===== config.mk =====
export PLATFORM = sky130hd
export DESIGN_NAME = sliding_window_kth_smallest
export DESIGN_NICKNAME = d
export VERILOG_FILES = /design/src/hdl/swk_pkg.sv /design/src/hdl/sliding_window_kth_smallest.sv /design/src/hdl/swk_window.sv /design/src/hdl/swk_select.sv
export SDC_FILE = /design/constraint.sdc
export NUM_CORES = 2
export LEC_CHECK = 0
export BUFFER_PORTS_ARGS = -buffer_cell sky130_fd_sc_hd__buf_4
export CAP_MARGIN = 20
export CORE_ASPECT_RATIO = 1.4
export CORE_MARGIN = 5
export CORE_UTILIZATION = 50
export CTS_CLUSTER_SIZE = 24
export DETAILED_ROUTE_END_ITERATION = 16
export PLACE_DENSITY_LB_ADDON = 0.15
export SYNTH_ARGS = -nofsm -noshare
export SYNTH_HDL_FRONTEND = slang
export SYNTH_SLANG_ARGS = --single-unit
export TNS_END_PERCENT = 50

===== constraint.sdc =====
create_clock -name clk -period 22.9 [get_ports clk]
set_input_delay 3.435 -clock clk [delete_from_list [all_inputs] [get_ports clk]]
set_output_delay 3.435 -clock clk [all_outputs]
set_load 0.1 [all_outputs]

===== src/hdl/swk_pkg.sv =====
package swk_pkg;

  localparam int DATA_W    = 32;
  localparam int CFG_W     = 7;
  localparam int CFG_IDX_W = 1;

  localparam logic [CFG_IDX_W-1:0] REG_WINDOW_SIZE = 1'b0;
  localparam logic [CFG_IDX_W-1:0] REG_RANK        = 1'b1;

  localparam logic [CFG_W-1:0] WINDOW_SIZE_RST = 7'd3;
  localparam logic [CFG_W-1:0] RANK_RST        = 7'd2;

  // flips two's complement into an order-preserving unsigned key
  localparam logic [DATA_W-1:0] SIGN_FLIP = 32'h8000_0000;

  typedef struct packed {
    logic go;
    logic ack;
  } swk_ctrl_t;

  typedef struct packed {
    logic idle;
    logic done;
  } swk_stat_t;

endpackage


===== src/hdl/sliding_window_kth_smallest.sv =====
// After a sample that completes a window is accepted, each of the 32 key bits
// takes a scan of the newest w samples, w being the effective window size, and
// a decision step; result_valid then rises with the result. A stalled result holds
// the engine, and with it the input, until it is taken.
// No new sample is taken while a selection runs; a sample that leaves the
// window short starts none. Reset empties the window, loads 3 and 2, no clear.
module sliding_window_kth_smallest #(
  parameter int WINDOW_MAX = 64
) (
  input  logic                           clk,
  input  logic                           rst,
  input  logic                           cfg_write,
  input  logic [swk_pkg::CFG_IDX_W-1:0]  cfg_index,
  input  logic [swk_pkg::CFG_W-1:0]      cfg_data,
  input  logic                           sample_valid,
  output logic                           sample_stall,
  input  logic signed [31:0]             sample,
  input  logic                           start_of_sequence,
  output logic                           result_valid,
  input  logic                           result_stall,
  output logic signed [31:0]             kth_value
);

  localparam int AW = $clog2(WINDOW_MAX);
  localparam int CW = $clog2(WINDOW_MAX + 1);
  localparam int EW = (CW > swk_pkg::CFG_W) ? CW : swk_pkg::CFG_W;

  logic [swk_pkg::CFG_W-1:0]  window_size;
  logic [swk_pkg::CFG_W-1:0]  rank;
  logic [EW-1:0]              ws_ext;
  logic [EW-1:0]              rk_ext;
  logic [EW-1:0]              w_wide;
  logic [EW-1:0]              k_wide;
  logic [CW-1:0]              w_eff;
  logic [CW-1:0]              k_eff;
  logic                       accept;
  logic                       load;
  logic [CW-1:0]              fill_after;
  logic [AW-1:0]              wr_ptr;
  logic                       rd_en;
  logic [AW-1:0]              rd_addr;
  logic [swk_pkg::DATA_W-1:0] rd_data;
  logic [swk_pkg::DATA_W-1:0] result;
  swk_pkg::swk_ctrl_t         ctrl;
  swk_pkg::swk_stat_t         stat;

  always_ff @(posedge clk) begin
    if (rst) begin
      window_size <= swk_pkg::WINDOW_SIZE_RST;
      rank        <= swk_pkg::RANK_RST;
    end else if (cfg_write) begin
      case (cfg_index)
        swk_pkg::REG_WINDOW_SIZE: window_size <= cfg_data;
        swk_pkg::REG_RANK:        rank        <= cfg_data;
        default: begin
        end
      endcase
    end
  end

  always_comb begin
    ws_ext = EW'(window_size);
    rk_ext = EW'(rank);
    if (ws_ext == '0) begin
      w_wide = EW'(1);
    end else if (ws_ext > EW'(WINDOW_MAX)) begin
      w_wide = EW'(WINDOW_MAX);
    end else begin
      w_wide = ws_ext;
    end
    if (rk_ext == '0) begin
      k_wide = EW'(1);
    end else if (rk_ext > w_wide) begin
      k_wide = w_wide;
    end else begin
      k_wide = rk_ext;
    end
    w_eff = w_wide[CW-1:0];
    k_eff = k_wide[CW-1:0];
  end

  assign sample_stall = !stat.idle;
  assign accept       = sample_valid && !sample_stall;
  assign ctrl.go      = accept && (fill_after >= w_eff);
  assign load         = stat.done && (!result_valid || !result_stall);
  assign ctrl.ack     = load;

  swk_window #(
    .WINDOW_MAX (WINDOW_MAX),
    .AW         (AW),
    .CW         (CW)
  ) u_window (
    .clk        (clk),
    .rst        (rst),
    .wr_en      (accept),
    .restart    (start_of_sequence),
    .wr_data    (sample),
    .rd_en      (rd_en),
    .rd_addr    (rd_addr),
    .rd_data    (rd_data),
    .wr_ptr     (wr_ptr),
    .fill_after (fill_after)
  );

  swk_select #(
    .WINDOW_MAX (WINDOW_MAX),
    .AW         (AW),
    .CW         (CW)
  ) u_select (
    .clk     (clk),
    .rst     (rst),
    .ctrl    (ctrl),
    .wlen_in (w_eff),
    .k_in    (k_eff),
    .newest  (wr_ptr),
    .rd_data (rd_data),
    .rd_en   (rd_en),
    .rd_addr (rd_addr),
    .stat    (stat),
    .result  (result)
  );

  always_ff @(posedge clk) begin
    if (rst) begin
      result_valid <= 1'b0;
    end else if (load) begin
      result_valid <= 1'b1;
      kth_value    <= result;
    end else if (!result_stall) begin
      result_valid <= 1'b0;
    end
  end

  a_result_from_engine: assert property (@(posedge clk) disable iff (rst)
    $rose(result_valid) |-> $past(stat.done))
    else $error("result raised without a finished selection");

  a_new_sequence_no_run: assert property (@(posedge clk) disable iff (rst)
    (accept && start_of_sequence && (w_eff > CW'(1))) |=> stat.idle)
    else $error("selection started on a fresh sequence with a short window");

  a_stat_exclusive: assert property (@(posedge clk) disable iff (rst)
    $onehot0({stat.idle, stat.done}))
    else $error("engine idle and done at once");

endmodule


===== src/hdl/swk_window.sv =====
module swk_window #(
  parameter int WINDOW_MAX = 64,
  parameter int AW         = $clog2(WINDOW_MAX),
  parameter int CW         = $clog2(WINDOW_MAX + 1)
) (
  input  logic                        clk,
  input  logic                        rst,
  input  logic                        wr_en,
  input  logic                        restart,
  input  logic [swk_pkg::DATA_W-1:0]  wr_data,
  input  logic                        rd_en,
  input  logic [AW-1:0]               rd_addr,
  output logic [swk_pkg::DATA_W-1:0]  rd_data,
  output logic [AW-1:0]               wr_ptr,
  output logic [CW-1:0]               fill_after
);

  logic [swk_pkg::DATA_W-1:0] mem [WINDOW_MAX];
  logic [CW-1:0]              fill;
  logic [CW-1:0]              fill_base;

  always_comb begin
    fill_base = restart ? '0 : fill;
    if (fill_base == CW'(WINDOW_MAX)) begin
      fill_after = fill_base;
    end else begin
      fill_after = fill_base + 1'b1;
    end
  end

  always_ff @(posedge clk) begin
    if (rst) begin
      wr_ptr <= '0;
      fill   <= '0;
    end else if (wr_en) begin
      fill <= fill_after;
      if (wr_ptr == AW'(WINDOW_MAX - 1)) begin
        wr_ptr <= '0;
      end else begin
        wr_ptr <= wr_ptr + 1'b1;
      end
    end
  end

  always_ff @(posedge clk) begin
    if (wr_en) begin
      mem[wr_ptr] <= wr_data;
    end
    if (rd_en) begin
      rd_data <= mem[rd_addr];
    end
  end

endmodule


===== src/hdl/swk_select.sv =====
// Bit-serial radix selection, MSB first: one pass over the window per key bit.
module swk_select #(
  parameter int WINDOW_MAX = 64,
  parameter int AW         = $clog2(WINDOW_MAX),
  parameter int CW         = $clog2(WINDOW_MAX + 1)
) (
  input  logic                        clk,
  input  logic                        rst,
  input  swk_pkg::swk_ctrl_t          ctrl,
  input  logic [CW-1:0]               wlen_in,
  input  logic [CW-1:0]               k_in,
  input  logic [AW-1:0]               newest,
  input  logic [swk_pkg::DATA_W-1:0]  rd_data,
  output logic                        rd_en,
  output logic [AW-1:0]               rd_addr,
  output swk_pkg::swk_stat_t          stat,
  output logic [swk_pkg::DATA_W-1:0]  result
);

  typedef enum logic [1:0] {
    S_IDLE,
    S_SCAN,
    S_DECIDE,
    S_DONE
  } state_t;

  state_t                     state;
  logic [AW-1:0]              addr;
  logic [AW-1:0]              base;
  logic [CW-1:0]              left;
  logic [CW-1:0]              wlen;
  logic [CW-1:0]              c0;
  logic [CW-1:0]              krem;
  logic [swk_pkg::DATA_W-1:0] bitsel;
  logic [swk_pkg::DATA_W-1:0] mask;
  logic [swk_pkg::DATA_W-1:0] prefix;
  logic                       pv;
  logic [swk_pkg::DATA_W-1:0] key;
  logic                       cand;
  logic                       zero;
  logic [AW-1:0]              addr_next;

  assign key       = rd_data ^ swk_pkg::SIGN_FLIP;
  assign cand      = ((key ^ prefix) & mask) == '0;
  assign zero      = (key & bitsel) == '0;
  assign addr_next = (addr == '0) ? AW'(WINDOW_MAX - 1) : addr - 1'b1;

  assign rd_en     = (state == S_SCAN) && (left != '0);
  assign rd_addr   = addr;
  assign stat.idle = (state == S_IDLE);
  assign stat.done = (state == S_DONE);
  assign result    = prefix ^ swk_pkg::SIGN_FLIP;

  always_ff @(posedge clk) begin
    if (rst) begin
      state <= S_IDLE;
      pv    <= 1'b0;
    end else begin
      pv <= rd_en;
      case (state)
        S_IDLE: begin
          if (ctrl.go) begin
            wlen   <= wlen_in;
            krem   <= k_in;
            base   <= newest;
            addr   <= newest;
            left   <= wlen_in;
            c0     <= '0;
            bitsel <= {1'b1, {(swk_pkg::DATA_W-1){1'b0}}};
            mask   <= '0;
            prefix <= '0;
            state  <= S_SCAN;
          end
        end
        S_SCAN: begin
          if (rd_en) begin
            addr <= addr_next;
            left <= left - 1'b1;
          end
          if (pv && cand && zero) begin
            c0 <= c0 + 1'b1;
          end
          if (pv && (left == '0)) begin
            state <= S_DECIDE;
          end
        end
        S_DECIDE: begin
          if (krem > c0) begin
            prefix <= prefix | bitsel;
            krem   <= krem - c0;
          end
          mask   <= mask | bitsel;
          bitsel <= bitsel >> 1;
          c0     <= '0;
          left   <= wlen;
          addr   <= base;
          if (bitsel[0]) begin
            state <= S_DONE;
          end else begin
            state <= S_SCAN;
          end
        end
        S_DONE: begin
          if (ctrl.ack) begin
            state <= S_IDLE;
          end
        end
        default: begin
          state <= S_IDLE;
        end
      endcase
    end
  end

endmodule


Word-level counts from Yosys, hierarchy flattened
Memory sizes are Yosys's and may differ from the RTL's. A register that Yosys moved wholly into a read port is not among the register bits.
Cells that the tools add are included.
{"block": "op_classes", "n_reduce_logical": 30, "order_cmp": 4, "n_eq_ne": 12, "n_bitwise": 9, "addsub": 6, "n_mux": 35}
{"operator": "$pmux W32 S2", "n": 3}
{"operator": "$mux W32", "n": 3}
{"operator": "$mux W7", "n": 12}
{"operator": "$and A32 B32 Y32", "n": 2}
{"operator": "$logic_not A32 Y1", "n": 2}
{"operator": "$or A32 B32 Y32", "n": 2}
{"operator": "$pmux W7 S3", "n": 2}
{"operator": "$xor A32 B32 Y32", "n": 1}
{"operator": "$mux W6", "n": 4}
{"operator": "$logic_not A7 Y1", "n": 3}
{"operator": "$pmux W6 S3", "n": 1}
{"operator": "$add A7 B1 Y7 const B", "n": 2}
{"operator": "$gt A7 B7 Y1", "n": 2}
{"operator": "$pmux W7 S2", "n": 1}
{"operator": "$reduce_and A4 Y1", "n": 3}
{"operator": "$ne A2 B2 Y1 const B", "n": 5}
{"operator": "$reduce_and A3 Y1", "n": 3}
{"operator": "$mux W2", "n": 4}
{"operator": "$pmux W2 S4", "n": 1}
{"operator": "$eq A7 B7 Y1 const B", "n": 1}
{"operator": "$ge A7 B7 Y1", "n": 1}
{"operator": "$gt A7 B7 Y1 const B", "n": 1}
{"operator": "$logic_and A1 B1 Y1", "n": 7}
{"operator": "$reduce_bool A7 Y1", "n": 1}
{"operator": "17 further kinds", "n": 29}
{"block": "totals", "ff_bits": 199, "n_memories": 1, "input_bits": 46, "ram_bits": 2048}
{"memory": "u_window.mem", "depth": 64, "word_bits": 32, "rd": 1, "rd_ports_with_merged_regs": 1, "wr": 1, "line_no": "swk_window.sv:18", "text": "logic [swk_pkg::DATA_W-1:0] mem [WINDOW_MAX];"}

Depth between registers and ports, before layout
{"block": "depth", "word_depth": 8, "ltp_mapped": 15, "depth_no_buf": 14}

Hierarchy
From an unflattened synthesis, not the netlist that was laid out.
{"block": "unflattened", "cells_unflattened": 4268, "hier_area_um2": 88208.3}
{"module": "swk_window", "seq_area_each_um2": 62720.2, "area_per_inst_um2": 79351.1, "cells_per_inst": 3504, "instances": 1}
{"module": "swk_select", "seq_area_each_um2": 4144.0, "area_per_inst_um2": 6854.1, "cells_per_inst": 595, "instances": 1}
{"module": "sliding_window_kth_smallest", "seq_area_each_um2": 1261.2, "area_per_inst_um2": 2003.2, "cells_per_inst": 169, "instances": 1}

Worst setup path after synthesis
OpenSTA, ideal clock, no wires.
{"block": "synth_path", "path_type": "input port to flip-flop", "startpoint": "input port start_of_sequence", "endpoint": "register u_select.krem[0] (enable)", "t_arrival_ns": 11.518, "setup_ns": 0.495, "stages": 15, "setup_slack_ns": 10.887, "required_ns": 22.405, "path_cell_list": "clkbuf_1 nand2b_1 inv_1 ha_1 and3_1 nand3_1 xor2_1 nor2_1 ha_1 and3_1 a221oi_1 nand2_1 nand2_1 a21oi_1 a21boi_0"}
{"block": "synth_via", "elab_chain_cells": 7, "word_cells_on_any_way": 8, "cone_classes": "add/sub: 1; order compare: 1; eq/ne: 2; mux: 2; reduce/logical: 2"}
{"element": "start, declared", "line_no": "sliding_window_kth_smallest.sv:18", "text": "input logic start_of_sequence,"}
{"element": "$mux W7 (*)", "line_no": "swk_window.sv:23", "text": "fill_base = restart ? '0 : fill;"}
{"element": "$add A7 B1 Y7 or $eq A7 B7 Y1 (tied branches)", "line_no": "swk_window.sv:27, swk_window.sv:24"}
{"element": "$mux W7 (*)", "line_no": "swk_window.sv:24", "text": "if (fill_base == CW'(WINDOW_MAX)) begin"}
{"element": "named net fill_after[6]", "line_no": "sliding_window_kth_smallest.sv:38", "text": "logic [CW-1:0] fill_after;"}
{"element": "$ge A7 B7 Y1 (*)", "line_no": "sliding_window_kth_smallest.sv:84", "text": "assign ctrl.go = accept && (fill_after >= w_eff);"}
{"element": "$logic_and A1 B1 Y1 (*)", "line_no": "sliding_window_kth_smallest.sv:84"}
{"element": "$ne A2 B2 Y1 (no source line) (*)"}
{"element": "$reduce_and A4 Y1 (no source line) (*)"}
{"element": "end signal, assigned", "line_no": "swk_select.sv:64", "text": "krem <= k_in;"}
{"element": "end signal, assigned", "line_no": "swk_select.sv:90", "text": "krem <= krem - c0;"}
{"element": "end, declared", "line_no": "swk_select.sv:33", "text": "logic [CW-1:0] krem;"}
The timed path passes the listed nets; every way through them passes the cells marked *.
A chain may end at the register's enable or synchronous reset.

Final worst setup path
{"block": "layout_path", "startpoint": "input port start_of_sequence", "endpoint": "register u_select.prefix[24] (netlist name) (enable)"}
{"block": "layout_via", "elab_chain_cells": 7, "word_cells_on_any_way": 8, "cone_classes": "add/sub: 1; order compare: 1; eq/ne: 2; mux: 2; reduce/logical: 2"}
{"element": "$mux W7 (*)", "line_no": "swk_window.sv:23"}
{"element": "$add A7 B1 Y7 or $eq A7 B7 Y1 (tied branches)", "line_no": "swk_window.sv:27, swk_window.sv:24"}
{"element": "$mux W7 (*)", "line_no": "swk_window.sv:24"}
{"element": "named net fill_after[6]", "line_no": "sliding_window_kth_smallest.sv:38"}
{"element": "$ge A7 B7 Y1 (*)", "line_no": "sliding_window_kth_smallest.sv:84"}
{"element": "$logic_and A1 B1 Y1 (*)", "line_no": "sliding_window_kth_smallest.sv:84"}
{"element": "$ne A2 B2 Y1 (no source line) (*)"}
{"element": "$reduce_and A4 Y1 (no source line) (*)"}
{"element": "end signal, assigned", "line_no": "swk_select.sv:89", "text": "prefix <= prefix | bitsel;"}
{"element": "end, declared", "line_no": "swk_select.sv:36", "text": "logic [swk_pkg::DATA_W-1:0] prefix;"}
Marked as above.

==> results.json <==
{
  "clkPwrFrac_pct": 37.0,
  "switching_power_uw": 2168,
  "combPwrFrac_pct": 10.9,
  "period_needed_ns": 6.831,
  "globalplace.congestion": 0.8809,
  "final_nets": 4400,
  "clkTransAtPathRegs_ns": 0.06,
  "slowest_stage": "buf_4",
  "setup_viol": 0,
  "skew_ns": 0.02217,
  "worstPathArrival_ns": 7.30,
  "report.final.slew_viol_count": 0,
  "synth.distinct_cells": 59,
  "antenna_found_initial": 7,
  "post-cts-setup-buffers": 0,
  "drt-initial-drc-count": 4538,
  "syn_avg_cell_area_um2": 21.40,
  "p_leak_uw": 0.03102,
  "area_delta_synth_final_pct": 12.01,
  "ant_nets": 0,
  "critPathBufInv": 4,
  "hold_buffers": 0,
  "critPathKind": "in -> reg",
  "clock-sinks": 2279,
  "cts.path.max_buffers": 3,
  "cts_max_level": 4,
  "synth_top_area_share_pct": 76.44,
  "grt_use_total_pct": 24.40,
  "synth-simple-area-share_pct": 2.522,
  "synth_most_common_cell": "edfxtp_1",
  "outcome": "finished, final reports clean",
  "worstPathRequired_ns": 23.37,
  "place_inst": 6409,
  "hpwl_mm": 128.7,
  "power.internal_uw": 6931,
  "io_buffers": 79,
  "synthArstFlopShare_pct": 0,
  "hold_violations": 0,
  "cts_made_buffers": 207,
  "vias_per_cell": 6.179,
  "wl_per_cell_um": 32.94,
  "synth_xor_area_share_pct": 0.5852,
  "top_level_ports": 80,
  "synth_nets": 4206,
  "worstMarginPinSlew_ns": 1.293,
  "cts_resized": 0,
  "synthMuxAreaShare_pct": 15.13,
  "clkLatencyLatePin_ns": 0.83,
  "postLayoutCellArea_um2": 98910,
  "slew_headroom_pct": 13.77,
  "yosys_register_bits": 2279,
  "met3_usage_pct": 3.684,
  "synth_edf_count": 2248,
  "rsz0062_at_grt": "false",
  "syn_inst": 4127,
  "layout.cells.non_filler": 6805,
  "min_path_type": "reg -> reg",
  "final.setup.tns_ns": 0,
  "drc_errors": 0,
  "total_power_uw": 9099,
  "synth_top_area_cell": "edfxtp_1",
  "cpPeakStageDelay_ns": 0.67,
  "seq_power_share_pct": 52.0,
  "fmax_mhz": 146.4,
  "rows": 182,
  "synth_top_family_by_area": "multiplexers",
  "grt-ovfl-total": 0,
  "grt_pass1_wl_mm": 318.8,
  "power_density_nw_per_um2": 91.99,
  "core_um2": 175600,
  "whs_ns": 0.4768,
  "ctsRootBufferMaster": "clkbuf_16",
  "globalRouteMet2Util_pct": 41.71,
  "crit_top_cell": "buf_4",
  "ys_warn_count": 0,
  "grt_max_degree": 121,
  "num_vias": 42050,
  "worstPathCellList": "buf_4 > nand2b_1 > inv_1 > ha_1 > and3_1 > nand3_1 > xor2_1 > nor2_1 > ha_1 > and3_1 > a221oi_1 > nand2_1 > nand2_1 > a21oi_4 > buf_4 > a21boi_4 > buf_4",
  "gr-usage-met1_pct": 32.04,
  "grt_pass1_vias": 42840,
  "synth.top_cells.by_count": "edfxtp_1 (2,248), mux4_2 (541), nor2_1 (239), mux2i_1 (115), clkbuf_1 (105)",
  "p_sw_share_pct": 23.83,
  "initial_core_util_pct": 50.30,
  "period_share_pct": 29.83,
  "worstSetupStartpointType": "input pin",
  "dpl_cell_area_um2": 92280,
  "yosysSeqAreaShare_pct": 77.15,
  "drv_cap": 0,
  "die-width_um": 365.2,
  "synth_compound_area_share_pct": 2.762,
  "layout-drive-gt1-share_pct": 24.93,
  "end_kind": "flip-flop",
  "top_usage_layer": "met2",
  "peakVddDrop_uv": 72.98,
  "die_h_um": 507.3,
  "synth_area_leaders": "edfxtp_1 (76%), mux4_2 (14%), mux2i_1 (1.3%)",
  "cts_tree": "done",
  "synthAdderAreaFrac_pct": 0.4761,
  "fp.dieArea_um2": 185200,
  "crit_family": "buffers and inverters",
  "dr.pass1.iters": 8,
  "path_max_fanout": 65,
  "synth_area_um2": 88310,
  "drt_wl_total_mm": 224.1,
  "synth-main-ff-cell": "edfxtp_1"
}
-- layer usage --
| metal | vias to the layer above | share of wire, % |
|---|---|---|
| li1 | 17560 | - |
| met1 | 22760 | 38 |
| met2 | 1408 | 52 |
| met3 | 321 | 5.7 |
| met4 | 2 | 4.2 |
| met5 | - | 0.0031 |
-- placed cells by master, fill, tap and decap left out, types with 22 or more instances in the layout --
cell type     n
o221ai_1     38
clkbuf_16   215
clkinv_2     45
a211oi_1     28
nor2_1      175
a22oi_1      36
dfxtp_1      31
clkbuf_1     46
nor2_4       64
edfxtp_1   2248
o22ai_1      40
clkinv_1     54
nand2_1      73
ha_1         32
mux2i_1     115
nand3_1      22
inv_1        34
xor2_1       44
and2_1       40
nor3_1       23
mux4_2      541
nor2b_1      46
a21oi_1      94
buf_4       186
o21ai_1      23
-- worst register-to-register path, cell delays in order, from the launching register on --
cell and delay, ns:
edfxtp_1 0.53, buf_12 0.61, buf_4 0.90, buf_4 0.81, mux4_2 0.69, mux2i_1 0.33
o22ai_1 0.20, a211oi_1 0.69, a21oi_1 0.09
-- state kept, by name, summed over array words and instances (netlist names), 7 cells and up --
| register | count |
|---|---|
| u_select.krem | 7 |
| u_select.bitsel | 32 |
| u_window.fill | 7 |
| rank | 7 |
| u_window.mem | 2048 |
| u_select.prefix | 32 |
| u_select.wlen | 7 |
| u_select.mask | 32 |
| u_select.left | 7 |
| u_window.rd_data | 32 |
| window_size | 7 |
| kth_value | 32 |
| u_select.c0 | 7 |
-- kinds of logic (layout without fill, tap and decap cells) --
group                      after synthesis  in the layout
AOI/OAI and AO/OA                      363            363
xor gates and xnor gates                59             59
adders and majority gates               33             33
buffers and inverters                  248            621
DFF                                   2279           2279
muxes                                  658            658
other                                    0              5
and+or+nand+nor                        487            487
-- final timing paths --
kind	startpoint	to	slack, ns	cells after the start
setup / recovery	start_of_sequence	u_select.prefix[24]	16.07	17
hold / removal	window_size[4]	window_size[4]	0.48	2
setup reg to reg	u_select.rd_addr[0]	u_window.rd_data[26]	17.77	8
hold reg to reg	window_size[4]	window_size[4]	0.48	2
-- metrics by stage --
| stage | setup WS [ns] | util (%) |
|---|---|---|
| finish | 16.07 | 56.34 |
| global route | 15.83 | 56.33 |
| CTS | 16.08 | 56.30 |
| detailed placement | 15.17 | 52.56 |
| global placement | 15.21 | 52.52 |
| floorplan | 10.89 | - |
-- cell type report --
class                           instances  area (µm²)
Fill cell                           12980       76660
Sequential cell                      2279       68130
Multi-Input combinational cell       1600       19570
Clock buffer                          263        5580
Tap cell                             2300        2878
Timing Repair Buffer                  198        1628
Clock inverter                        125       984.7
Inverter                               35       131.4
Antenna cell                            5       12.51
-- power groups by stage --
| stage | combinational, µW | clock, µW | sequential [µW] |
|---|---|---|---|
| CTS | 1010 | 3430 | 4740 |
| global route | 1050 | 3610 | 4740 |
| finish | 993 | 3370 | 4740 |
| floorplan | 605 | 0 | 4800 |
| detailed placement | 1010 | 0 | 4820 |
| global placement | 997 | 0 | 4820 |
No activity file was read; power rests on OpenSTA's default activity.
